--- src/hw/rtl/arws_pkg.sv ---
`default_nettype none

package arws_pkg;

  localparam int unsigned COORD_W = 7;
  localparam int unsigned THR_W   = 32;
  localparam int unsigned DRAW_W  = 31;
  localparam int unsigned LCG_W   = 64;
  localparam int unsigned HIT_W   = 8;
  localparam int unsigned IDX_W   = 4;

  typedef logic [COORD_W-1:0] coord_t;
  typedef logic [THR_W-1:0]   thr_t;
  typedef logic [DRAW_W-1:0]  draw_t;
  typedef logic [LCG_W-1:0]   lcg_t;

  localparam coord_t GRID_MAX = 7'd127;

  localparam logic [31:0] LCG_MUL = 32'd1103515245;
  localparam logic [31:0] LCG_ADD = 32'd12345;
  // generator state 1 already advanced once
  localparam lcg_t LCG_NEXT_RST = 64'd1103527590;

  localparam coord_t GRID_LIMIT_RST = 7'd20;

  typedef enum logic [IDX_W-1:0] {
    REG_THR_RIGHT      = 4'd0,
    REG_THR_LEFT       = 4'd1,
    REG_THR_DOWN       = 4'd2,
    REG_THR_BOTH_DOWN  = 4'd3,
    REG_THR_RIGHT_DOWN = 4'd4,
    REG_GRID_LIMIT     = 4'd5,
    REG_START_X        = 4'd6,
    REG_START_Y        = 4'd7
  } reg_idx_e;

  typedef enum logic [1:0] {
    BND_NONE  = 2'd0,
    BND_XLINE = 2'd1,
    BND_YLINE = 2'd2,
    BND_DIAG  = 2'd3
  } bound_e;

  typedef struct packed {
    thr_t   thr_right;
    thr_t   thr_left;
    thr_t   thr_down;
    thr_t   thr_both_down;
    thr_t   thr_right_down;
    coord_t grid_limit;
    coord_t start_x;
    coord_t start_y;
  } regs_t;

  typedef struct packed {
    logic             absorbed;
    bound_e           boundary;
    logic [HIT_W-1:0] hit_index;
    coord_t           walker_x;
    coord_t           walker_y;
  } res_t;

  function automatic coord_t clamp_coord(input coord_t v);
    return (v > GRID_MAX) ? GRID_MAX : v;
  endfunction

  function automatic coord_t inc_coord(input coord_t v);
    return (v >= GRID_MAX) ? GRID_MAX : v + coord_t'(1);
  endfunction

endpackage

`default_nettype wire

--- src/hw/rtl/arws_regs.sv ---
`default_nettype none

module arws_regs import arws_pkg::*; (
  input  wire logic             clk_i,
  input  wire logic             rst_ni,
  input  wire logic             wr_en_i,
  input  wire logic [IDX_W-1:0] wr_idx_i,
  input  wire thr_t             wr_data_i,
  output regs_t                 regs_o
);

  regs_t regs_q, regs_d;

  always_comb begin
    regs_d = regs_q;
    if (wr_en_i) begin
      unique case (wr_idx_i)
        REG_THR_RIGHT:      regs_d.thr_right      = wr_data_i;
        REG_THR_LEFT:       regs_d.thr_left       = wr_data_i;
        REG_THR_DOWN:       regs_d.thr_down       = wr_data_i;
        REG_THR_BOTH_DOWN:  regs_d.thr_both_down  = wr_data_i;
        REG_THR_RIGHT_DOWN: regs_d.thr_right_down = wr_data_i;
        REG_GRID_LIMIT:     regs_d.grid_limit     = wr_data_i[COORD_W-1:0];
        REG_START_X:        regs_d.start_x        = wr_data_i[COORD_W-1:0];
        REG_START_Y:        regs_d.start_y        = wr_data_i[COORD_W-1:0];
        default:            regs_d = regs_q;
      endcase
    end
  end

  always_ff @(posedge clk_i or negedge rst_ni) begin
    if (!rst_ni) begin
      regs_q <= '{thr_right:      '0,
                  thr_left:       '0,
                  thr_down:       '0,
                  thr_both_down:  '0,
                  thr_right_down: '0,
                  grid_limit:     GRID_LIMIT_RST,
                  start_x:        '0,
                  start_y:        '0};
    end else begin
      regs_q <= regs_d;
    end
  end

  assign regs_o = regs_q;

endmodule

`default_nettype wire

--- config.mk ---
export PLATFORM = sky130hd
export DESIGN_NAME = arws_regs
export DESIGN_NICKNAME = d
export VERILOG_FILES = /design/src/hw/rtl/arws_pkg.sv /design/src/hw/rtl/arws_regs.sv
export SDC_FILE = /design/constraint.sdc
export NUM_CORES = 1
export LEC_CHECK = 0
export BUFFER_PORTS_ARGS = -buffer_cell sky130_fd_sc_hd__buf_2
export CORE_UTILIZATION = 35
export CTS_CLUSTER_DIAMETER = 60
export DETAILED_ROUTE_END_ITERATION = 10
export GPL_ROUTABILITY_DRIVEN = 0
export HOLD_SLACK_MARGIN = 0.08
export SYNTH_ARGS = -nofsm -noshare
export SYNTH_HDL_FRONTEND = slang
export SYNTH_SLANG_ARGS = --single-unit
--- constraint.sdc ---
create_clock -name clk_i -period 2.3 [get_ports clk_i]
set_input_delay 0.46 -clock clk_i [delete_from_list [all_inputs] [get_ports clk_i]]
set_output_delay 0.46 -clock clk_i [all_outputs]
set_load 0.01 [all_outputs]
==> flow_metrics.tcl <==
set metrics [dict create \
    dieArea_um2 20300 \
    startpoint "regs_o[18]" \
    drt_iter0_drc 107 \
    rows 50 \
    ys_types 17 \
    clkPwrFrac_pct 32.0 \
    critical_path_arrival_ns 1.09 \
    antenna_found_initial 1 \
    multi_input_area_um2 2260 \
    worstMarginPinSlew_ns 0.490 \
    drt-pass1-iter-count 4 \
    r2r-start "regs_o[143]" \
    syn-num-nets 432 \
    power_leakage_nw 4.57 \
    grt_use_total_pct 16.6 \
    fin_area_um2 9040 \
    synth-seq-cells 181 \
    die_w_um 142 \
    r2r_cells 1 \
    start_kind "register" \
    ys_warn_count 0 \
    grt_pass1_wl_um 25100 \
    cpMaxStageDelayCell "dfstp_2" \
    power_frac_seq_pct 45.1 \
    required_ns 1.84 \
    yosysSeqAreaShare_pct 65.7 \
    synthTopCellsByArea "dfrtp_1 (65%), mux2_2 (24%), mux2_4 (6.5%)" \
    max_clock_freq_ghz 0.645 \
    fin_crit_sh_pct 67.4 \
    switching_share_pct 27.5 \
    p_comb_share_pct 22.8 \
    initial_core_util_pct 36.3 \
    synth.avg_cell_area_um2 17.6 \
    run_status "finished clean" \
    overflow 0 \
    min_period_ns 1.55 \
    root_buffer "clkbuf_16" \
    p_int_mw 6.91 \
    synth_top_area_cell "dfrtp_1" \
    crit_chain "buf_2" \
    rrSetupSlack_ns 1.53 \
    wire_per_inst_um 17.7 \
    die_h_um 142 \
    seq_area_um2 4530 \
    numCtsBuffers 17 \
    worstSkewPairLatency_ns 0.41 \
    r2r-end "regs_o[143]" \
    crit_path_end "regs_o[18]" \
    cts_tree "yes" \
    finalMaxSlewViolations 0 \
    fin_skew_ns 0 \
    largest_reg_flops 181 \
    yosys.area.top_type_share_pct 64.9 \
    num_vias 4186 \
    fillers 1758 \
    cts_buffer_depth 2 \
    io-pin-count 220 \
    synth_edf_count 0 \
    drc 0 \
    dpl_cell_area_um2 8410 \
    clk_pin_slew_ns 0.07 \
    syn_inst 393 \
    core_area_um2 19000 \
    final_nets 669 \
    crit_path_end_kind "output pin" \
    vias_per_cell 4.63 \
    portBuffers 219 \
    antenna_left 0 \
    cpPeakStageDelay_ns 0.54 \
    grt_pass1_vias 4450 \
    cp_max_fo 2 \
    cp_num_buf_inv 1 \
    rsz0062_at_grt "no" \
    cap_violations 0 \
    hpwl_um 11200 \
    yosysMostFrequentCell "dfrtp_1" \
    synth_commonest_cells "dfrtp_1 (179), mux2_2 (150), mux2_4 (30), buf_2 (10)" \
    htree_levels 4 \
    grt_start_max_net_pins 50 \
    tns_ns 0 \
    crit_family "flip-flops" \
    drive_above_1_share_pct 70.9 \
    post_cts.repair.setup_buffers 0 \
    hold_violations 0 \
    power_density_nw_per_um2 1050 \
    path_depth 1 \
    netlist_area_um2 6900 \
    ys.flop_type "dfrtp_1" \
    ir_drop_mv 0.495 \
    syn_to_final_growth_pct 31.1 \
    min_path_type "in2reg" \
    maxSlewHeadroom_pct 67.3 \
    postSynth.asyncResetShare_pct 100 \
    wl_um 16000 \
    p_switching_mw 2.62 \
    cts_sinks 181 \
    finalSetupViolations 0 \
    path_class "reg2out" \
]
cells by family after synthesis:
kind of cell           Yosys count  synth area share (%)
muxes                          181                  31.2
DFF                            181                  65.7
and+or+nand+nor                 12                  1.45
buffers and inverters           19                  1.72
worst min-delay path by stage:
stage,start,to,depth (start not counted)
2_1_floorplan,rst_ni,regs_o[0],0
3_3_place_gp,rst_ni,regs_o[10],1
3_5_place_dp,rst_ni,regs_o[10],1
4_1_cts,wr_data_i[13],regs_o[130],2
5_1_grt,wr_data_i[29],regs_o[50],2
6_report,wr_data_i[9],regs_o[30],2
power by group through the flow:
stage / combinational [mW] / sequential (mW) / clock (mW)
floorplan: 0.745 / 4.70 / 0
global placement: 2.17 / 4.33 / 0
detailed placement: 2.22 / 4.35 / 0
CTS: 2.22 / 4.31 / 3.15
global route: 2.35 / 4.40 / 3.29
finish: 2.18 / 4.30 / 3.06
routing by layer:
metal	global-route usage, %	vias to the layer above	share of wire, %
met5	0	-	0
met3	6.90	12	8.7
met4	4.30	0	0.85
met2	26.9	150	47
met1	20.5	2150	43
li1	-	1874	-
cell usage in the layout (no fill, tap or decap):
master,n
and3_2,1
buf_12,5
buf_2,218
buf_4,12
buf_6,1
bufinv_16,3
clkbuf_1,1
clkbuf_16,17
clkbuf_8,4
clkinv_2,2
clkinv_4,1
clkinvlp_4,1
dfrtp_1,179
dfstp_2,2
diode_2,1
dlygate4sd3_1,1
inv_6,3
mux2_1,1
mux2_2,150
mux2_4,30
nand2_1,1
nand2_2,1
nand3b_1,2
nand3b_4,1
nor2_1,2
nor3b_2,3
or3_2,1
metrics by stage:
step	utilization [%]	total power, mW	cells	hold slack (ns)	setup WS, ns
finish	47.6	9.54	904	0.327	0.750
global route	47.5	10.0	903	0.321	0.713
CTS	47.5	9.67	903	0.305	0.726
detailed placement	44.2	6.57	870	0.443	0.396
global placement	44.2	6.50	870	0.434	0.441
floorplan	-	5.44	393	0.164	0.617
repair_timing:
| item | CTS | global route |
|---|---|---|
| resized for setup | 0 | 0 |
| hold buffers | 1 | 0 |
| endpoints found under the hold margin | 42 | 0 |
area by class of cell:
cell class	count	share of cell area, %
Sequential cell	181	50.1
Multi-Input combinational cell	193	24.9
Timing Repair Buffer	237	14.4
Clock buffer	22	5.35
Tap cell	260	3.60
Clock inverter	10	1.58
Antenna cell	1	0.0277
Power figures use the tool's default switching activity.
