## config.mk

```make
export PLATFORM = sky130hd
export DESIGN_NAME = arws_lcg
export DESIGN_NICKNAME = d
export VERILOG_FILES = /design/src/hw/rtl/arws_pkg.sv /design/src/hw/rtl/arws_lcg.sv
export SDC_FILE = /design/constraint.sdc
export NUM_CORES = 2
export LEC_CHECK = 0
export BUFFER_PORTS_ARGS = -buffer_cell sky130_fd_sc_hd__buf_2
export CAP_MARGIN = 20
export CORE_AREA = 2 2 272 274
export CTS_CLUSTER_SIZE = 25
export DETAILED_ROUTE_END_ITERATION = 8
export DIE_AREA = 0 0 274 276
export SETUP_SLACK_MARGIN = 0.5
export SYNTH_ARGS = -nofsm -noshare
export SYNTH_HDL_FRONTEND = slang
export SYNTH_SLANG_ARGS = --single-unit
```

## constraint.sdc

```tcl
create_clock -name clk_i -period 8.4 [get_ports clk_i]
set_clock_uncertainty 0.05 [all_clocks]
set_input_delay 0.84 -clock clk_i [delete_from_list [all_inputs] [get_ports clk_i]]
set_output_delay 0.84 -clock clk_i [all_outputs]
set_load 0.05 [all_outputs]
```

## src/hw/rtl/arws_pkg.sv

```systemverilog
`default_nettype none

package arws_pkg;

  localparam int unsigned COORD_W = 7;
  localparam int unsigned THR_W   = 32;
  localparam int unsigned DRAW_W  = 31;
  localparam int unsigned LCG_W   = 64;
  localparam int unsigned HIT_W   = 8;
  localparam int unsigned IDX_W   = 4;

  typedef logic [COORD_W-1:0] coord_t;
  typedef logic [THR_W-1:0]   thr_t;
  typedef logic [DRAW_W-1:0]  draw_t;
  typedef logic [LCG_W-1:0]   lcg_t;

  localparam coord_t GRID_MAX = 7'd127;

  localparam logic [31:0] LCG_MUL = 32'd1103515245;
  localparam logic [31:0] LCG_ADD = 32'd12345;
  // generator state 1 already advanced once
  localparam lcg_t LCG_NEXT_RST = 64'd1103527590;

  localparam coord_t GRID_LIMIT_RST = 7'd20;

  typedef enum logic [IDX_W-1:0] {
    REG_THR_RIGHT      = 4'd0,
    REG_THR_LEFT       = 4'd1,
    REG_THR_DOWN       = 4'd2,
    REG_THR_BOTH_DOWN  = 4'd3,
    REG_THR_RIGHT_DOWN = 4'd4,
    REG_GRID_LIMIT     = 4'd5,
    REG_START_X        = 4'd6,
    REG_START_Y        = 4'd7
  } reg_idx_e;

  typedef enum logic [1:0] {
    BND_NONE  = 2'd0,
    BND_XLINE = 2'd1,
    BND_YLINE = 2'd2,
    BND_DIAG  = 2'd3
  } bound_e;

  typedef struct packed {
    thr_t   thr_right;
    thr_t   thr_left;
    thr_t   thr_down;
    thr_t   thr_both_down;
    thr_t   thr_right_down;
    coord_t grid_limit;
    coord_t start_x;
    coord_t start_y;
  } regs_t;

  typedef struct packed {
    logic             absorbed;
    bound_e           boundary;
    logic [HIT_W-1:0] hit_index;
    coord_t           walker_x;
    coord_t           walker_y;
  } res_t;

  function automatic coord_t clamp_coord(input coord_t v);
    return (v > GRID_MAX) ? GRID_MAX : v;
  endfunction

  function automatic coord_t inc_coord(input coord_t v);
    return (v >= GRID_MAX) ? GRID_MAX : v + coord_t'(1);
  endfunction

endpackage

`default_nettype wire

```

## src/hw/rtl/arws_lcg.sv

```systemverilog
`default_nettype none

module arws_lcg import arws_pkg::*; (
  input  wire logic clk_i,
  input  wire logic rst_ni,
  input  wire logic step_i,
  input  wire logic seed_load_i,
  input  wire lcg_t seed_i,
  output draw_t     draw_o
);

  // next_q holds the state the next step lands on, so the draw leaves a register
  lcg_t        next_q, next_d;
  lcg_t        mul_src;
  lcg_t        prod_lo;
  logic [31:0] prod_hi;

  always_comb begin
    mul_src = seed_load_i ? seed_i : next_q;
    prod_lo = LCG_W'(mul_src[31:0]) * LCG_W'(LCG_MUL);
    prod_hi = mul_src[LCG_W-1:32] * LCG_MUL;
    next_d  = prod_lo + {prod_hi, 32'h0} + LCG_W'(LCG_ADD);
  end

  always_ff @(posedge clk_i or negedge rst_ni) begin
    if (!rst_ni) begin
      next_q <= LCG_NEXT_RST;
    end else if (step_i || seed_load_i) begin
      next_q <= next_d;
    end
  end

  assign draw_o = next_q[62:32];

endmodule

`default_nettype wire

```

==> summary.md <==
| Metric | Value |
|---|---|
| Status | `complete, but fails checks` |
| Violated checks | `negative setup slack` |
| Die Wd | `approximately 270 um` |
| Synth-to-layout area growth | `36.13%` |
| Final hold vios | `0` |
| Sequential cell area fraction in the yosys report | `5.542%` |
| PnR worst setup slack | `-0.7889 ns` |
| Post-layout net count | `around 5000` |
| CTS tree | `done` |
| Port Buffers | `97` |
| Worst EP arrival | `slightly above 9 ns` |
| Largest registers | `next_q x63` |
| Initial Util | `between 30 and 40%` |
| # setup viols final | `20` |
| Crit Path Category | `input pin to flop` |
| Antenna violations before repair | `5` |
| Async S/R FF share, synth | `between 90% and 100%` |
| Cell taking the most area after synthesis | `fa_1` |
| Largest family of logic cells by synthesized area | `adder cells` |
| DRC Markers | `0` |
| Headroom to the max-slew limit | `between 30% and 40%` |
| Wire per inst | `approximately 20 um` |
| Clk_lat worst skew | `between 0.3 and 0.4 ns` |
| DR iter-0 viols | `roughly 1300` |
| Critical-path maximum fanout | `5` |
| Synth top area share | `between 30% and 40%` |
| Placement Setup Slack | `-1.426 ns` |
| Compound-Gate Fraction of Synth Area | `6.801%` |
| Number of global-route vias before repair | `between 20000 and 25000` |
| Top reg by flops | `next_q` |
| H-tree levels | `3` |
| Tcrit/Tclk final | `109.4%` |
| Layout cell share with drive strength beyond 1 | `about a third` |
| Synth area leaders | `fa_1, ha_1, inv_1, dfrtp_1, xnor2_1` |
| DRT Pass-1 Iters | `7` |
| Post-synthesis net count | `4151` |
| Post-route core utilization | `between 50 and 60%` |
| Yosys warns | `0` |
| Mapped cell area | `slightly below 30000 um2` |
| RSZ-0062 raised after global routing | `yes` |
| Max reg flops | `63` |
| Setup TNS | `-10.75 ns` |
| Worst Max-Slew Pin Slew | `between 0.9 and 1 ns` |
| Clock root cell | `clkbuf_16` |
| Most frequent CP cell | `ha_4` |
| CP bufs+invs | `11` |
| Top-count cell post-synth | `inv_1` |
| CP Capture Type | `flop` |
| Fill cells | `roughly 6400` |
| CTS clk-pin slew, worst paths | `0.07 ns` |
| Adder-cell share of the synthesized area | `63.97%` |
| Multiplexer share of the synthesized area | `under 10%` |
| GRT Total Usage | `around 25%` |
| Syn Inst Count | `approximately 3000` |
| Core box area | `roughly 73000 um2` |
| Post-Synth Simple-Gate Area | `4.491%` |
| Largest net degree at the start of global routing | `64` |
| Routed wire length | `approximately 90000 um` |
| Final slew viol count | `0` |
| Area after DPL | `35680 um2` |
| Count of cell types in the netlist | `75` |
| Critical path's top delay family | `adder cells` |
| Design Area, Final | `a little under 40000 um2` |
| Die area | `approximately 76000 um2` |
| First-pass GRT wire length | `approximately 140000 um` |
| Cell Rows | `99` |
| Top cell types by occurrence after synthesis | `inv_1, fa_1, ha_1, a21oi_1, nor2_1` |
| Synthesis-stage register bit count | `63` |
| CTS Buf Count | `9` |
| Worst min path class | `flop to flop` |
| DPL Wire Length | `81920 um` |
| Detail Route Antenna Nets | `0` |
| Crit path time final | `~9 ns` |
| Number of synthesized flops with an enable pin | `0` |
| CP Launch Type | `input pin` |
| Max-Cap Viols | `0` |
| Top_reg_cell synth | `dfrtp_1` |
| Post-synthesis xor/xnor area fraction | `approximately 3.4%` |
| Io pins | `99` |
| Grt total ovfl | `0` |
| Routability cong. | `around 0.97` |
| Fmax | `approximately 110 MHz` |
| Vias/cell | `4.801` |
| Mapped Avg Cell Area | `~10 um2` |
| Die height | `between 200 and 300 um` |
| Max stage delay on crit path | `roughly 0.55 ns` |
| CP max stage cell | `fa_2` |
| Vias post-DR | `22530` |
| Clk buf depth | `2` |
| Clock Sinks | `63` |
| Critical path data required time | `8.57 ns` |
==> worst paths after layout <==
kind / start / endpoint / slack (ns) / depth (start not counted)
max in group asynchronous: rst_ni / next_q[53]$_DFFE_PN0P_ / 7.02 / 2
min in group asynchronous: rst_ni / next_q[8]$_DFFE_PN0P_ / 0.65 / 2
setup reg to reg: next_q[39]$_DFFE_PN0P_ / next_q[56]$_DFFE_PN0P_ / -0.37 / 37
hold reg to reg: next_q[13]$_DFFE_PN1P_ / next_q[13]$_DFFE_PN1P_ / 0.40 / 2
setup / recovery: seed_load_i / next_q[56]$_DFFE_PN0P_ / -0.79 / 42
hold / removal: next_q[13]$_DFFE_PN1P_ / next_q[13]$_DFFE_PN1P_ / 0.40 / 2
==> logic make-up after synthesis <==
logic type / after synthesis
xor gates and xnor gates: 108
DFF: 63
AOI/OAI and AO/OA: 307
muxes: 64
and+or+nand+nor: 278
adders and majority gates: 1129
buffers and inverters: 1005
==> placed cells by master (no fill, tap or decap), types with 6 or more instances in the layout <==
master      netlist  final
a21oi_1         123     71
nand2_2           0      6
clkinvlp_4        0      7
mux2_2            8      7
ha_4              0    121
xnor2_2           0     14
nor2_4            0      7
fa_2              0     33
xor2_1           33     28
o21ai_1           7     12
nor2_1           97     85
a21oi_2           9     49
o21ai_2           2     16
nor2_2            1      6
dfstp_2          16     16
ha_1            556    431
buf_12            0     11
nand2_1          83     72
buf_4            31    665
nand3_1          17     16
nor2b_1          10      8
nand2b_1          9      7
xnor2_1          73     55
o21bai_1         17     16
nor3_1           15     12
dfrtp_1          47     47
buf_6             1     52
buf_2             6     96
inv_4             0      8
inv_1           938    873
inv_2             0     52
fa_1            573    540
mux2i_1          55     40
clkbuf_16         0      9
a21oi_4           0     12
nand4_1          13     13
mux2i_4           0     12
a21o_1           29     29
o21ai_0          57     33
==> per-layer routing <==
layer / global-route usage, % / up-vias / routed length [um]
met1: 35.73 / 11230 / 41690
met3: 4.299 / 100 / 6810
met2: 39.13 / 647 / 41450
met5: 0 / - / 0
met4: 6.257 / 0 / 2429
li1: - / 10560 / -
==> worst min-delay path, delay by kind of cell, from the launching register on <==
family	cells	cell delay, ns
DFF	1	0.37
and+or+nand+nor	2	0.08
==> cell type report <==
cell class,instances,area [um2],share of cell area [%]
repair buffers,829,6396,16.31
inverters,938,3560,9.076
diodes,3,7.507,0.01914
clock buffers,11,242.7,0.6189
multi-input cells,1886,26160,66.70
flip-flops and latches,63,1597,4.071
clock inverters,5,58.81,0.1499
well taps,959,1200,3.059
==> what timing repair did <==
action,CTS,global route
setup endpoints to repair,35,37
hold buffers,0,0
buffers inserted,48,43
gates resized for setup,205,236
cloned,2,0
pin swaps,145,184
==> through the flow <==
| step | hold WS [ns] | instances |
|---|---|---|
| finish | 0.4014 | 4694 |
| global route | 0.4165 | 4694 |
| CTS | 0.4038 | 4648 |
| global placement | 0.3924 | 4582 |
| detailed placement | 0.3944 | 4582 |
| floorplan | 0.3841 | 2954 |
Power is left out: the tool's default activity adds up to more than one toggle a clock period on the data nets, which glitch-free logic cannot reach.
