File: src/hw/rtl/arws_pkg.sv
`default_nettype none

package arws_pkg;

  localparam int unsigned COORD_W = 7;
  localparam int unsigned THR_W   = 32;
  localparam int unsigned DRAW_W  = 31;
  localparam int unsigned LCG_W   = 64;
  localparam int unsigned HIT_W   = 8;
  localparam int unsigned IDX_W   = 4;

  typedef logic [COORD_W-1:0] coord_t;
  typedef logic [THR_W-1:0]   thr_t;
  typedef logic [DRAW_W-1:0]  draw_t;
  typedef logic [LCG_W-1:0]   lcg_t;

  localparam coord_t GRID_MAX = 7'd127;

  localparam logic [31:0] LCG_MUL = 32'd1103515245;
  localparam logic [31:0] LCG_ADD = 32'd12345;
  // generator state 1 already advanced once
  localparam lcg_t LCG_NEXT_RST = 64'd1103527590;

  localparam coord_t GRID_LIMIT_RST = 7'd20;

  typedef enum logic [IDX_W-1:0] {
    REG_THR_RIGHT      = 4'd0,
    REG_THR_LEFT       = 4'd1,
    REG_THR_DOWN       = 4'd2,
    REG_THR_BOTH_DOWN  = 4'd3,
    REG_THR_RIGHT_DOWN = 4'd4,
    REG_GRID_LIMIT     = 4'd5,
    REG_START_X        = 4'd6,
    REG_START_Y        = 4'd7
  } reg_idx_e;

  typedef enum logic [1:0] {
    BND_NONE  = 2'd0,
    BND_XLINE = 2'd1,
    BND_YLINE = 2'd2,
    BND_DIAG  = 2'd3
  } bound_e;

  typedef struct packed {
    thr_t   thr_right;
    thr_t   thr_left;
    thr_t   thr_down;
    thr_t   thr_both_down;
    thr_t   thr_right_down;
    coord_t grid_limit;
    coord_t start_x;
    coord_t start_y;
  } regs_t;

  typedef struct packed {
    logic             absorbed;
    bound_e           boundary;
    logic [HIT_W-1:0] hit_index;
    coord_t           walker_x;
    coord_t           walker_y;
  } res_t;

  function automatic coord_t clamp_coord(input coord_t v);
    return (v > GRID_MAX) ? GRID_MAX : v;
  endfunction

  function automatic coord_t inc_coord(input coord_t v);
    return (v >= GRID_MAX) ? GRID_MAX : v + coord_t'(1);
  endfunction

endpackage

`default_nettype wire

File: src/hw/rtl/arws_walk.sv
`default_nettype none

module arws_walk import arws_pkg::*; (
  input  wire logic  clk_i,
  input  wire logic  rst_ni,
  input  wire logic  step_i,
  input  wire logic  seed_load_i,
  input  wire draw_t draw_i,
  input  wire regs_t regs_i,
  output res_t       res_o
);

  coord_t pos_x_q, pos_x_d;
  coord_t pos_y_q, pos_y_d;
  logic   fresh_q, fresh_d;

  coord_t           start_x, start_y;
  coord_t           base_x, base_y;
  coord_t           x_inc, x_dec, y_dec;
  logic             x_zero, y_zero;
  logic             diag_hit;
  logic [THR_W-1:0] draw_ext;
  coord_t           nx, ny;
  bound_e           bnd;
  logic [HIT_W-1:0] hit;
  logic             absorbed;

  always_comb begin
    start_x  = clamp_coord(regs_i.start_x);
    start_y  = clamp_coord(regs_i.start_y);
    base_x   = fresh_q ? start_x : pos_x_q;
    base_y   = fresh_q ? start_y : pos_y_q;
    x_inc    = inc_coord(base_x);
    x_dec    = base_x - coord_t'(1);
    y_dec    = base_y - coord_t'(1);
    x_zero   = (base_x == '0);
    y_zero   = (base_y == '0);
    diag_hit = ({1'b0, x_inc} + {1'b0, base_y}) > {1'b0, regs_i.grid_limit};
    draw_ext = {1'b0, draw_i};

    nx  = base_x;
    ny  = base_y;
    bnd = BND_NONE;
    hit = '0;
    if (draw_ext < regs_i.thr_right) begin
      nx = x_inc;
      if (diag_hit) begin
        bnd = BND_DIAG;
        hit = HIT_W'(base_y);
      end
    end else if (draw_ext < regs_i.thr_left) begin
      nx = x_dec;
      if (x_zero) begin
        bnd = BND_XLINE;
        hit = HIT_W'(base_y) + HIT_W'(1);
      end
    end else if (draw_ext < regs_i.thr_down) begin
      ny = y_dec;
      if (y_zero) begin
        bnd = BND_YLINE;
        hit = HIT_W'(base_x);
      end
    end else if (draw_ext < regs_i.thr_both_down) begin
      nx = x_dec;
      ny = y_dec;
      if (x_zero && y_zero) begin
        bnd = BND_XLINE;
        hit = '0;
      end else if (x_zero) begin
        bnd = BND_XLINE;
        hit = HIT_W'(base_y);
      end else if (y_zero) begin
        bnd = BND_YLINE;
        hit = HIT_W'(x_dec);
      end
    end else if (draw_ext < regs_i.thr_right_down) begin
      nx = x_inc;
      ny = y_dec;
      if (y_zero) begin
        bnd = BND_YLINE;
        hit = HIT_W'(x_inc);
      end
    end
    absorbed = (bnd != BND_NONE);

    pos_x_d = pos_x_q;
    pos_y_d = pos_y_q;
    fresh_d = fresh_q;
    if (step_i) begin
      fresh_d = absorbed;
      if (!absorbed) begin
        pos_x_d = nx;
        pos_y_d = ny;
      end
    end

    if (seed_load_i) begin
      res_o.absorbed  = 1'b0;
      res_o.boundary  = BND_NONE;
      res_o.hit_index = '0;
      res_o.walker_x  = base_x;
      res_o.walker_y  = base_y;
    end else begin
      res_o.absorbed  = absorbed;
      res_o.boundary  = bnd;
      res_o.hit_index = hit;
      res_o.walker_x  = absorbed ? start_x : nx;
      res_o.walker_y  = absorbed ? start_y : ny;
    end
  end

  always_ff @(posedge clk_i or negedge rst_ni) begin
    if (!rst_ni) begin
      pos_x_q <= '0;
      pos_y_q <= '0;
      fresh_q <= 1'b1;
    end else begin
      pos_x_q <= pos_x_d;
      pos_y_q <= pos_y_d;
      fresh_q <= fresh_d;
    end
  end

endmodule

`default_nettype wire

File: config.mk
export PLATFORM = sky130hd
export DESIGN_NAME = arws_walk
export DESIGN_NICKNAME = d
export VERILOG_FILES = /design/src/hw/rtl/arws_pkg.sv /design/src/hw/rtl/arws_walk.sv
export SDC_FILE = /design/constraint.sdc
export NUM_CORES = 1
export LEC_CHECK = 0
export BUFFER_PORTS_ARGS = -buffer_cell sky130_fd_sc_hd__buf_2
export CAP_MARGIN = 20
export CELL_PAD_IN_SITES_DETAIL_PLACEMENT = 1
export CELL_PAD_IN_SITES_GLOBAL_PLACEMENT = 1
export CORE_UTILIZATION = 40
export DETAILED_ROUTE_END_ITERATION = 6
export GPL_ROUTABILITY_DRIVEN = 0
export PLACE_DENSITY = 0.89
export RECOVER_POWER = 50
export SLEW_MARGIN = 20
export SYNTH_ARGS = -nofsm -noshare
export SYNTH_HDL_FRONTEND = slang
export SYNTH_SLANG_ARGS = --single-unit
File: constraint.sdc
create_clock -name clk_i -period 16.7 [get_ports clk_i]
set_input_delay 3.34 -clock clk_i [delete_from_list [all_inputs] [get_ports clk_i]]
set_output_delay 3.34 -clock clk_i [all_outputs]
set_load 0.02 [all_outputs]
==> results.json <==
{
  "viasPerCell": 5.73,
  "clock_sinks": 15,
  "p_per_area_nw_per_um2": 150,
  "rows": 47,
  "holdWs_ns": 0.519,
  "setup_violations": 0,
  "finClkSkew_ns": 0.00134,
  "top_usage_layer": "met2",
  "crit_path_max_incr_delay_ns": 0.91,
  "grt_pass1_wl_um": 40200,
  "initialDrtViolationCount": 405,
  "drt_wl_total_um": 25100,
  "grt_max_degree": 34,
  "maxSlewViolCount": 0,
  "route.detailed.drc": 0,
  "maxSlewHeadroom_pct": 30.0,
  "max_freq_mhz": 79.6,
  "synth_top_area_share_pct": 31.3,
  "grt_pass1_vias": 8150,
  "cts_tree": "done",
  "hp-class": "flop to flop",
  "instances_no_fill": 1356,
  "syn_avg_cell_area_um2": 7.45,
  "track_usage_pct": 28.4,
  "grtUsageMet3_pct": 3.88,
  "ys_seq_area_share_pct": 5.58,
  "synth_cell_type_count": 87,
  "critPathCaptureType": "output pin",
  "use_met2_pct": 51.0,
  "final_area_um2": 8180,
  "die_w_um": 132,
  "fin_crit_ns": 12.57,
  "cp.required_ns": 13.36,
  "synth-edff-count": 0,
  "synth-warning-count": 0,
  "cts_buffer_depth": 2,
  "synth_largest_area_cell": "ha_1",
  "avgRoutedWirePerCell_um": 18.5,
  "ios": 241,
  "yosysMostFrequentCell": "inv_1",
  "async_flop_share_pct": 100,
  "ys_top_cells_by_area": "ha_1 31%, inv_1 10%, a21oi_1 5.4%",
  "startpoint_type": "primary input",
  "antenna_found_initial": 4,
  "reg2reg_slack_ns": 9.67,
  "max_cap_violations": 0,
  "grt_setup_unrepaired": "no",
  "post_cts_buffers": 0,
  "slowest_stage": "o211a_1",
  "path_max_fanout": 33,
  "area_growth_pct": 21.3,
  "clkTransAtPathRegs_ns": 0.05,
  "postRouteAntennaNets": 0,
  "fin_crit_sh_pct": 75.3,
  "p_total_w": 0.00123,
  "syn_inst": 905,
  "ys_ff_latch": 15,
  "final_net_count": 1518,
  "ctsHtreeMaxLevel": 1,
  "clk-insertion-delay-late_ns": 0.25,
  "crit_chain": "clkbuf_1 > mux2i_1 > inv_1 > ha_1 > a311o_1 > nand2_1 > nand2_1 > ha_1 > ha_1 > a21o_1 > a21o_1 > a21oi_1 > o21bai_1 > a21oi_1 > xnor2_1 > ha_1 > o22ai_1 > a21oi_1 > a311oi_1 > or3_1 > o211a_1 > o21ai_2 > a221oi_1 > buf_2",
  "rr_worst_depth": 22,
  "hold_violations": 0,
  "min_path_cells": 1,
  "cts_inserted_buffers": 3,
  "leakage_nw": 4.62,
  "vdd_ir_drop_max_v": 0.000225,
  "die-area_um2": 17400,
  "outcome": "completed",
  "path_class": "primary input to output pin",
  "core-area_um2": 16500,
  "tightest_slew_ns": 1.05,
  "dp_cells": 1348,
  "cts_root_buf": "clkbuf_16",
  "portBuffers": 240,
  "synth_fp_nets": 1290,
  "synth_top_flop_cell": "dfrtp_1",
  "fillers": 2235,
  "ctsResizeCount": 0,
  "synth_area_um2": 6750,
  "firstDrtPassIters": 5,
  "synth_common_cells": "188 x inv_1, 169 x ha_1, 73 x a21oi_1, 45 x nand2_1, 39 x o21ai_0",
  "dp_hpwl_um": 22000,
  "start_util_pct": 40.8,
  "tns_ns": 0,
  "critical_path_arrival_ns": 9.23,
  "gr-usage-met1_pct": 34.1,
  "layout-drive-gt1-share_pct": 24.8,
  "dpl_cell_area_um2": 8110,
  "cpMostUsedCell": "ha_1",
  "die_y_um": 132,
  "grt_overflow": 0,
  "ctsHoldBuffers": 0,
  "vias": 7767
}
## routing by layer
metal | wire length [um] | up-vias
met5 | 0 | -
met4 | 927 | 0
met3 | 1550 | 70
met2 | 12100 | 311
met1 | 10500 | 3647
li1 | - | 3739
## cell usage in the layout, fill, tap and decap left out, types with 5 or more instances in the layout
master,n
a211oi_1,14
nand2b_1,5
a2bb2oi_1,5
dfrtp_1,14
nand4_1,20
o21a_1,7
mux2i_1,13
inv_1,188
xnor2_1,19
ha_1,169
o22ai_1,9
o211ai_1,6
a211o_1,6
nor4_1,7
buf_2,238
nor3_1,18
o221ai_1,5
mux2_2,9
or3_1,7
nor2_1,38
and4_1,5
a21oi_1,73
a31oi_1,12
a22oi_1,10
nand2_1,46
nand3_1,19
a21o_1,21
o21ai_0,39
o21bai_1,5
a221oi_1,8
## path summary, 6_finish.rpt
check	from	end
min in group asynchronous	rst_ni	pos_x_q[6]$_DFFE_PN0P_
worst min register to register	pos_y_q[3]$_DFFE_PN0P_	pos_y_q[3]$_DFFE_PN0P_
worst min-delay path	pos_y_q[3]$_DFFE_PN0P_	pos_y_q[3]$_DFFE_PN0P_
worst max register to register	fresh_q$_DFFE_PN1P_	pos_y_q[6]$_DFFE_PN0P_
worst max-delay path	regs_i[7]	res_o[11]
max in group asynchronous	rst_ni	pos_y_q[0]$_DFFE_PN0P_
## cell type report
class / instances / area [um^2] / share of cell area, %
Antenna cell: 4 / 10.0 / 0.122
Timing Repair Buffer: 242 / 1210 / 14.8
Tap cell: 220 / 275 / 3.36
Multi-Input combinational cell: 682 / 5520 / 67.4
Clock buffer: 3 / 75.1 / 0.917
Inverter: 189 / 709 / 8.67
Clock inverter: 1 / 5.00 / 0.0612
Sequential cell: 15 / 377 / 4.60
## metrics by stage
stage	worst slack (ns)	util (%)
2_1_floorplan	5.45	-
3_3_place_gp	4.97	49.1
3_5_place_dp	4.75	49.1
5_1_grt	3.72	49.5
4_1_cts	4.74	49.5
6_report	4.13	49.5
## state kept, by name (all words and copies together), names as in the netlist
register and count:
fresh_q 1, pos_y_q 7, pos_x_q 7
## cells by family after synthesis
family | after synthesis | synth area share (%)
mux | 27 | 4.60
flops | 15 | 5.58
compound gates | 265 | 27.3
buf+inv | 208 | 12.4
fa+ha+maj | 169 | 31.3
simple gates | 198 | 15.5
xor+xnor | 23 | 3.21
## critical path: cells and delay by family
kind,cells,cell delay [ns]
XOR/XNOR,1,0.15
multiplexers,1,0.30
buffers and inverters,3,0.55
adder cells (fa/ha/maj),4,1.00
AND/OR/NAND/NOR,3,0.60
AO/OA/AOI/OAI,12,3.26
## power by group
part / switching, W / internal, W
clock network: 0.0000153 / 0.0000320
registers: 0.0000321 / 0.0000595
logic: 0.000657 / 0.000435
total: 0.000704 / 0.000526
(Power assumes the default switching activity.)
