[src/hw/rtl/arws_pkg.sv]
`default_nettype none

package arws_pkg;

  localparam int unsigned COORD_W = 7;
  localparam int unsigned THR_W   = 32;
  localparam int unsigned DRAW_W  = 31;
  localparam int unsigned LCG_W   = 64;
  localparam int unsigned HIT_W   = 8;
  localparam int unsigned IDX_W   = 4;

  typedef logic [COORD_W-1:0] coord_t;
  typedef logic [THR_W-1:0]   thr_t;
  typedef logic [DRAW_W-1:0]  draw_t;
  typedef logic [LCG_W-1:0]   lcg_t;

  localparam coord_t GRID_MAX = 7'd127;

  localparam logic [31:0] LCG_MUL = 32'd1103515245;
  localparam logic [31:0] LCG_ADD = 32'd12345;
  // generator state 1 already advanced once
  localparam lcg_t LCG_NEXT_RST = 64'd1103527590;

  localparam coord_t GRID_LIMIT_RST = 7'd20;

  typedef enum logic [IDX_W-1:0] {
    REG_THR_RIGHT      = 4'd0,
    REG_THR_LEFT       = 4'd1,
    REG_THR_DOWN       = 4'd2,
    REG_THR_BOTH_DOWN  = 4'd3,
    REG_THR_RIGHT_DOWN = 4'd4,
    REG_GRID_LIMIT     = 4'd5,
    REG_START_X        = 4'd6,
    REG_START_Y        = 4'd7
  } reg_idx_e;

  typedef enum logic [1:0] {
    BND_NONE  = 2'd0,
    BND_XLINE = 2'd1,
    BND_YLINE = 2'd2,
    BND_DIAG  = 2'd3
  } bound_e;

  typedef struct packed {
    thr_t   thr_right;
    thr_t   thr_left;
    thr_t   thr_down;
    thr_t   thr_both_down;
    thr_t   thr_right_down;
    coord_t grid_limit;
    coord_t start_x;
    coord_t start_y;
  } regs_t;

  typedef struct packed {
    logic             absorbed;
    bound_e           boundary;
    logic [HIT_W-1:0] hit_index;
    coord_t           walker_x;
    coord_t           walker_y;
  } res_t;

  function automatic coord_t clamp_coord(input coord_t v);
    return (v > GRID_MAX) ? GRID_MAX : v;
  endfunction

  function automatic coord_t inc_coord(input coord_t v);
    return (v >= GRID_MAX) ? GRID_MAX : v + coord_t'(1);
  endfunction

endpackage

`default_nettype wire

[src/hw/rtl/arws_obuf.sv]
`default_nettype none

module arws_obuf import arws_pkg::*; (
  input  wire logic clk_i,
  input  wire logic rst_ni,
  input  wire logic push_i,
  input  wire res_t data_i,
  output logic      ready_o,
  output logic      valid_o,
  output res_t      data_o,
  input  wire logic ready_i
);

  res_t out_q;
  res_t skid_q;
  logic out_vld_q;
  logic skid_vld_q;
  logic pop;

  assign pop     = out_vld_q && ready_i;
  assign ready_o = !skid_vld_q;
  assign valid_o = out_vld_q;
  assign data_o  = out_q;

  always_ff @(posedge clk_i or negedge rst_ni) begin
    if (!rst_ni) begin
      out_vld_q  <= 1'b0;
      skid_vld_q <= 1'b0;
    end else if (skid_vld_q) begin
      if (pop) begin
        skid_vld_q <= 1'b0;
      end
    end else if (push_i) begin
      if (!out_vld_q || pop) begin
        out_vld_q <= 1'b1;
      end else begin
        skid_vld_q <= 1'b1;
      end
    end else if (pop) begin
      out_vld_q <= 1'b0;
    end
  end

  always_ff @(posedge clk_i) begin
    if (skid_vld_q) begin
      if (pop) begin
        out_q <= skid_q;
      end
    end else if (push_i) begin
      if (!out_vld_q || pop) begin
        out_q <= data_i;
      end else begin
        skid_q <= data_i;
      end
    end
  end

endmodule

`default_nettype wire

[config.mk]
export PLATFORM = sky130hd
export DESIGN_NAME = arws_obuf
export DESIGN_NICKNAME = d
export VERILOG_FILES = /design/src/hw/rtl/arws_pkg.sv /design/src/hw/rtl/arws_obuf.sv
export SDC_FILE = /design/constraint.sdc
export NUM_CORES = 1
export LEC_CHECK = 0
export BUFFER_PORTS_ARGS = -buffer_cell sky130_fd_sc_hd__buf_2
export CORE_MARGIN = 4
export CORE_UTILIZATION = 50
export DETAILED_ROUTE_END_ITERATION = 10
export PLACE_DENSITY = 0.87
export SLEW_MARGIN = 10
export SYNTH_ARGS = -nofsm -noshare
export SYNTH_HDL_FRONTEND = slang
export SYNTH_SLANG_ARGS = --single-unit
[constraint.sdc]
create_clock -name clk_i -period 1.9 [get_ports clk_i]
set_clock_uncertainty 0.1 [all_clocks]
set_input_delay 0.38 -clock clk_i [delete_from_list [all_inputs] [get_ports clk_i]]
set_output_delay 0.38 -clock clk_i [all_outputs]
set_load 0.02 [all_outputs]
==> flow_summary_export.csv, run 1 <==
group,metric,value,unit
placement,portBuffers,55,
synthesis,synth_top_area_frac,0.780,
clock_tree,postCtsHoldBufs,1,
clock_tree,insertion_delay,0.31,ns
critical_path,slowest_delay,0.44,ns
critical_path,crit_slowest_cell,"dfrtp_1",
synthesis,synthFlopType,"edfxtp_1",
synthesis,netlist-cell-type-count,12,
grt,grt_antenna_before_repair,0,
routing,via_per_inst,4.96,
floorplan,core,3690,um^2
cells_and_area,drive_above_1_share,0.610,
critical_path,path_cells,"and2_1 -> o22a_1 -> buf_12",
sta,worst_pin_slew,0.355,ns
sta,drv_slew,0,
min_path,hold_class,"primary input to register",
cells_and_area,syn2layout_area_growth,24.8,%
critical_path,critical_path_class,"register to register",
grt,grt_pass1_vias,1018,
synthesis,netlist_top_cells_count,"edfxtp_1, mux2_2, buf_6",
routing,vias,1001,
synthesis,ys.warnings.count,0,
routing,drt_pre_antenna_iters,4,
floorplan,row_count,22,
critical_path,startpoint_type,"register",
cells_and_area,antenna_cells,0,
cells_and_area,nNetsFinal,182,
placement,gp_congestion,0.727,
sta,clock.fmax,634,MHz
grt,grt_max_degree,26,
clock_tree,clk_pin_slew,0.09,ns
critical_path,arrival,1.49,ns
grt,track_usage,0.139,
synthesis,synth_most_common_cell,"edfxtp_1",
critical_path,crit_buf_inv,1,
clock_tree,cts_buffer_depth,2,
clock_tree,htree_levels,2,
floorplan,ios,56,
routing,ant_nets,0,
power,powerDensity,1530,nW/um^2
synthesis,synth_edf_count,50,
synthesis,syn_area,1930,um^2
sta,fin_crit,1.58,ns
sta,post-route-period-util,0.830,
clock_tree,ctsResizeCount,0,
synthesis,synth_area_leader_cell,"edfxtp_1",
clock_tree,cts_sinks,52,
sta,tns,0,ns
critical_path,crit_family,"flip-flops",
run,maxCapViolCount,0,
routing,detail_route.wl_per_cell,15.9,um
routing,drt_iter0_drc,40,
routing,drt-total-wl,3220,um
clock_tree,numCtsBuffers,5,
grt,grt_pass1_wl,4970,um
routing,route.detailed.drc,0,
synthesis,yosysSeqAreaShare,0.806,
sta,rsz0062_at_grt,"no",
power,p_leak,0.914,nW
clock_tree,cts_tree,"yes",
synthesis,synthArstFlopShare,0.0385,
cells_and_area,nFillCells,279,
synthesis,syn_inst,89,
sta,hold_viol_final,0,
placement,hpwlAfterDp,2310,um
critical_path,cp_max_fo,20,
sta,max_slew_margin,0.763,
floorplan,dieArea,4910,um^2
critical_path,worst-endpoint-required,1.82,ns
clock_tree,cts_setup_buffers,0,
grt,grt_overflow,0,
outcome,status,"finished, final reports clean",
synthesis,syn-num-nets,118,
synthesis,synth_area_leaders,"edfxtp_1, mux2_2, dfrtp_1",
synthesis,synth_area_per_cell,21.6,um^2
clock_tree,cts-root-buf,"clkbuf_8",
floorplan,start_util,0.522,
critical_path,end_kind,"register",
power,ir_drop,0.696,mV
power,p_total,3.68,mW
synthesis,synth_seq_cells,52,
cells_and_area,final_util,0.652,
sta,setup_viol,0,
floorplan,die_h,70.1,um
floorplan,dieWidth,70.1,um
==> logic make-up (layout without fill, tap and decap cells) <==
logic type,after synthesis,in the layout,share of synthesized area
flip-flops,52,52,0.806
AND/OR/NAND/NOR,5,5,0.0169
buffers and inverters,4,69,0.0195
multiplexers,25,25,0.146
AO/OA/AOI/OAI,3,3,0.0117
==> state kept, by name, summed over array words and instances (netlist names) <==
register,count
skid_q,25
valid_o,1
skid_vld_q,1
data_o,25
==> stage by stage <==
step / hold slack [ns] / cells / setup slack [ns] / area, um^2
floorplan: -0.0156 / 89 / 0.0965 / 1930
global placement: 0.0655 / 193 / 0.369 / 2280
detailed placement: 0.0685 / 193 / 0.311 / 2280
CTS: 0.146 / 202 / 0.333 / 2400
global route: 0.144 / 202 / 0.274 / 2400
finish: 0.153 / 202 / 0.322 / 2400
==> worst paths after layout <==
path / from / to / slack [ns] / depth (start not counted)
worst max-delay path: valid_o$_DFFE_PN0P_ / data_o[24]$_DFFE_PP_ / 0.32 / 3
worst min-delay path: data_i[7] / skid_q[7]$_DFFE_PP_ / 0.15 / 1
worst max register to register: valid_o$_DFFE_PN0P_ / data_o[24]$_DFFE_PP_ / 0.32 / 3
worst min register to register: skid_q[3]$_DFFE_PP_ / data_o[3]$_DFFE_PP_ / 0.45 / 1
max in group asynchronous: rst_ni / valid_o$_DFFE_PN0P_ / 1.34 / 2
min in group asynchronous: rst_ni / skid_vld_q$_DFF_PN0_ / 0.27 / 2
==> per-layer routing <==
| layer | vias to the layer above | wire length (um) | global-route usage |
|---|---|---|---|
| li1 | 478 | - | - |
| met1 | 475 | 1300 | 0.157 |
| met2 | 40 | 1580 | 0.225 |
| met3 | 8 | 245 | 0.0446 |
| met4 | 0 | 91 | 0.0894 |
| met5 | - | 0 | 0 |
==> report_power, final <==
part | internal, mW | total [mW] | switching [mW]
clock network | 0.389 | 0.732 | 0.342
logic | 0.486 | 1.18 | 0.697
registers | 1.67 | 1.77 | 0.101
==> layout make-up <==
type | count | area [um^2] | area share
flip-flops and latches | 52 | 1550 | 0.645
repair buffers | 60 | 340 | 0.142
clock inverters | 3 | 42.5 | 0.0177
well taps | 48 | 60.1 | 0.0250
inverters | 1 | 3.75 | 0.00156
clock buffers | 5 | 68.8 | 0.0286
multi-input cells | 33 | 337 | 0.140
==> placed cells by master (no fill, tap or decap), types with 2 or more instances in the layout <==
cell and instances:
buf_12 2, buf_2 55, buf_4 2, clkbuf_8 5
dfrtp_1 2, edfxtp_1 50, mux2_2 25, nor2_1 2
Note: power is estimated with default switching activity, not from simulation.
==> run 2: changes to the inputs <==
ABC_AREA = 1   (was default)
clock period = 1.5 ns   (was 1.9 ns; I/O delays follow)
==> flow_summary_export.csv, run 2 <==
group,metric,value,unit
grt,use_met2,0.258,
clock_tree,numCtsBuffers,5,
clock_tree,cts_buffer_depth,2,
grt,grt_pass1_wl,5760,um
routing,ant_nets,0,
synthesis,synth_edf_count,50,
sta,holdWs,0.0881,ns
grt,grtUsageMet1,0.179,
sta,hold_viol_final,0,
sta,setup_viol,0,
grt,grt_pass1_vias,1211,
synthesis,ys.warnings.count,0,
grt,track_usage,0.151,
sta,drv_slew,0,
clock_tree,insertion_delay,0.30,ns
clock_tree,cts-root-buf,"clkbuf_8",
synthesis,netlist_top_cells_count,"nand2_1, edfxtp_1, buf_6, inv_1, nor2_1",
cells_and_area,antenna_cells,0,
grt,grt_max_degree,27,
synthesis,synth_area_leader_cell,"edfxtp_1",
critical_path,slowest_delay,0.46,ns
floorplan,die_h,70.6,um
grt,grt_overflow,0,
cells_and_area,final_common_cell,"nand2_1",
sta,fin_crit,1.43,ns
critical_path,crit_slowest_cell,"dfrtp_2",
synthesis,synth-xor-area-share,0,
synthesis,yosysSeqAreaShare,0.793,
sta,clock.fmax,699,MHz
clock_tree,clk_pin_slew,0.09,ns
critical_path,crit_buf_inv,2,
synthesis,synth-simple-area-share,0.164,
cells_and_area,syn2layout_area_growth,24.2,%
routing,via_per_inst,4.77,
critical_path,end_kind,"primary output",
critical_path,cp_max_fo,12,
synthesis,synthArstFlopShare,0.0385,
grt,grt_antenna_before_repair,0,
sta,max_slew_margin,0.830,
synthesis,synth_area_per_cell,13.2,um^2
synthesis,syn_inst,148,
floorplan,row_count,22,
power,p_total,3.40,mW
synthesis,synth_most_common_cell,"nand2_1",
critical_path,critical_path_class,"register to primary output",
power,p_leak,1.06,nW
outcome,status,"finished, final reports clean",
routing,vias,1245,
routing,drt_pre_antenna_iters,4,
critical_path,startpoint_type,"register",
clock_tree,cts_tree,"yes",
critical_path,arrival,1.03,ns
critical_path,crit_family,"flip-flops",
routing,drt-total-wl,3700,um
synthesis,synth_seq_cells,52,
synthesis,netlist-cell-type-count,10,
cells_and_area,nNetsFinal,241,
power,powerDensity,1400,nW/um^2
grt,met3_usage,0.0511,
synthesis,syn-num-nets,177,
placement,gp_congestion,0.711,
synthesis,synthFlopType,"edfxtp_1",
synthesis,synth-compound-area-share,0.00256,
sta,worst_pin_slew,0.254,ns
floorplan,start_util,0.527,
routing,route.detailed.drc,0,
synthesis,synth_area_leaders,"edfxtp_1, nand2_1, dfrtp_1",
min_path,hold_class,"primary input to register",
floorplan,core,3720,um^2
clock_tree,htree_levels,2,
critical_path,worst-endpoint-required,1.10,ns
power,ir_drop,0.773,mV
critical_path,path_cells,"inv_8 -> buf_2",
routing,detail_route.wl_per_cell,14.2,um
placement,portBuffers,55,
clock_tree,cts_setup_buffers,0,
synthesis,synth_fa_ha_area_frac,0,
routing,drt_iter0_drc,141,
synthesis,synth_top_family_by_area,"simple AND/OR/NAND/NOR gates",
synthesis,syn_area,1960,um^2
placement,hpwlAfterDp,2650,um
grt,gr-max-usage-layer,"met2",
cells_and_area,final_cell_mix,"nand2_1, buf_2, edfxtp_1",
floorplan,ios,56,
run,maxCapViolCount,0,
synthesis,muxShareOfSynthArea,0,
sta,rsz0062_at_grt,"no",
floorplan,dieWidth,70.6,um
floorplan,dieArea,4980,um^2
sta,post-route-period-util,0.954,
synthesis,synth_top_area_frac,0.767,
cells_and_area,drive_above_1_share,0.362,
clock_tree,cts_sinks,52,
run 2: cell types whose count changed in the layout (fill, tap and decap cells not counted), moves of 2 or more:
cell	delta
nand2_1	+79
mux2_2	-25
nor2_4	+3
buf_4	+2
dfrtp_1	-2
dfrtp_2	+2
inv_1	+2
nand2_2	+2
run 2: through the flow:
stage / setup TNS (ns) / instances / setup slack [ns] / utilization / cell area [um^2]
floorplan: -2.61 / 148 / -0.0848 / - / 1980
global placement: 0 / 252 / 0.173 / 0.629 / 2340
detailed placement: 0 / 252 / 0.101 / 0.629 / 2340
CTS: 0 / 261 / 0.0289 / 0.654 / 2430
global route: 0 / 261 / 0.0142 / 0.654 / 2430
finish: 0 / 261 / 0.0692 / 0.654 / 2430
run 2: final timing paths:
check / end / from / slack [ns] / depth (start not counted)
max: ready_o / skid_vld_q$_DFF_PN0_ / 0.07 / 2
min: skid_q[12]$_DFFE_PP_ / data_i[12] / 0.09 / 1
max reg2reg: skid_q[20]$_DFFE_PP_ / valid_o$_DFFE_PN0P_ / 0.13 / 5
min reg2reg: data_o[21]$_DFFE_PP_ / skid_q[21]$_DFFE_PP_ / 0.42 / 2
max in group asynchronous: valid_o$_DFFE_PN0P_ / rst_ni / 0.98 / 2
min in group asynchronous: skid_vld_q$_DFF_PN0_ / rst_ni / 0.21 / 2
run 2: area by class of cell:
cell class	count	area, um^2
Clock inverter	2	11.3
Inverter	5	26.3
Timing Repair Buffer	62	355
Sequential cell	52	1550
Multi-Input combinational cell	86	352
Fill cell	295	1280
Tap cell	48	60.1
Clock buffer	6	72.6
run 2: cells by family (layout without fill, tap and decap cells):
kind of cell           count (synthesis)  count (layout)
AND/OR/NAND/NOR                       85              85
buffers and inverters                 10              75
flip-flops                            52              52
AO/OA/AOI/OAI                          1               1
run 2: per-layer routing:
metal / vias up / share of wire
met3: 2 / 0.061
met1: 587 / 0.40
met5: - / 0
li1: 618 / -
met4: 0 / 0.0092
met2: 38 / 0.52
run 2: power by group:
| part | total, mW | internal (mW) | switching [mW] |
|---|---|---|---|
| logic | 0.749 | 0.244 | 0.506 |
| clock network | 0.761 | 0.324 | 0.436 |
| registers | 1.89 | 1.83 | 0.0579 |
run 2: what timing repair did:
| item | 4_1_cts | 5_1_grt |
|---|---|---|
| hold endpoints to repair | 2 | 0 |
| resized for setup | 0 | 1 |
| endpoints found under the setup margin | 0 | 1 |
| hold buffers | 1 | 0 |
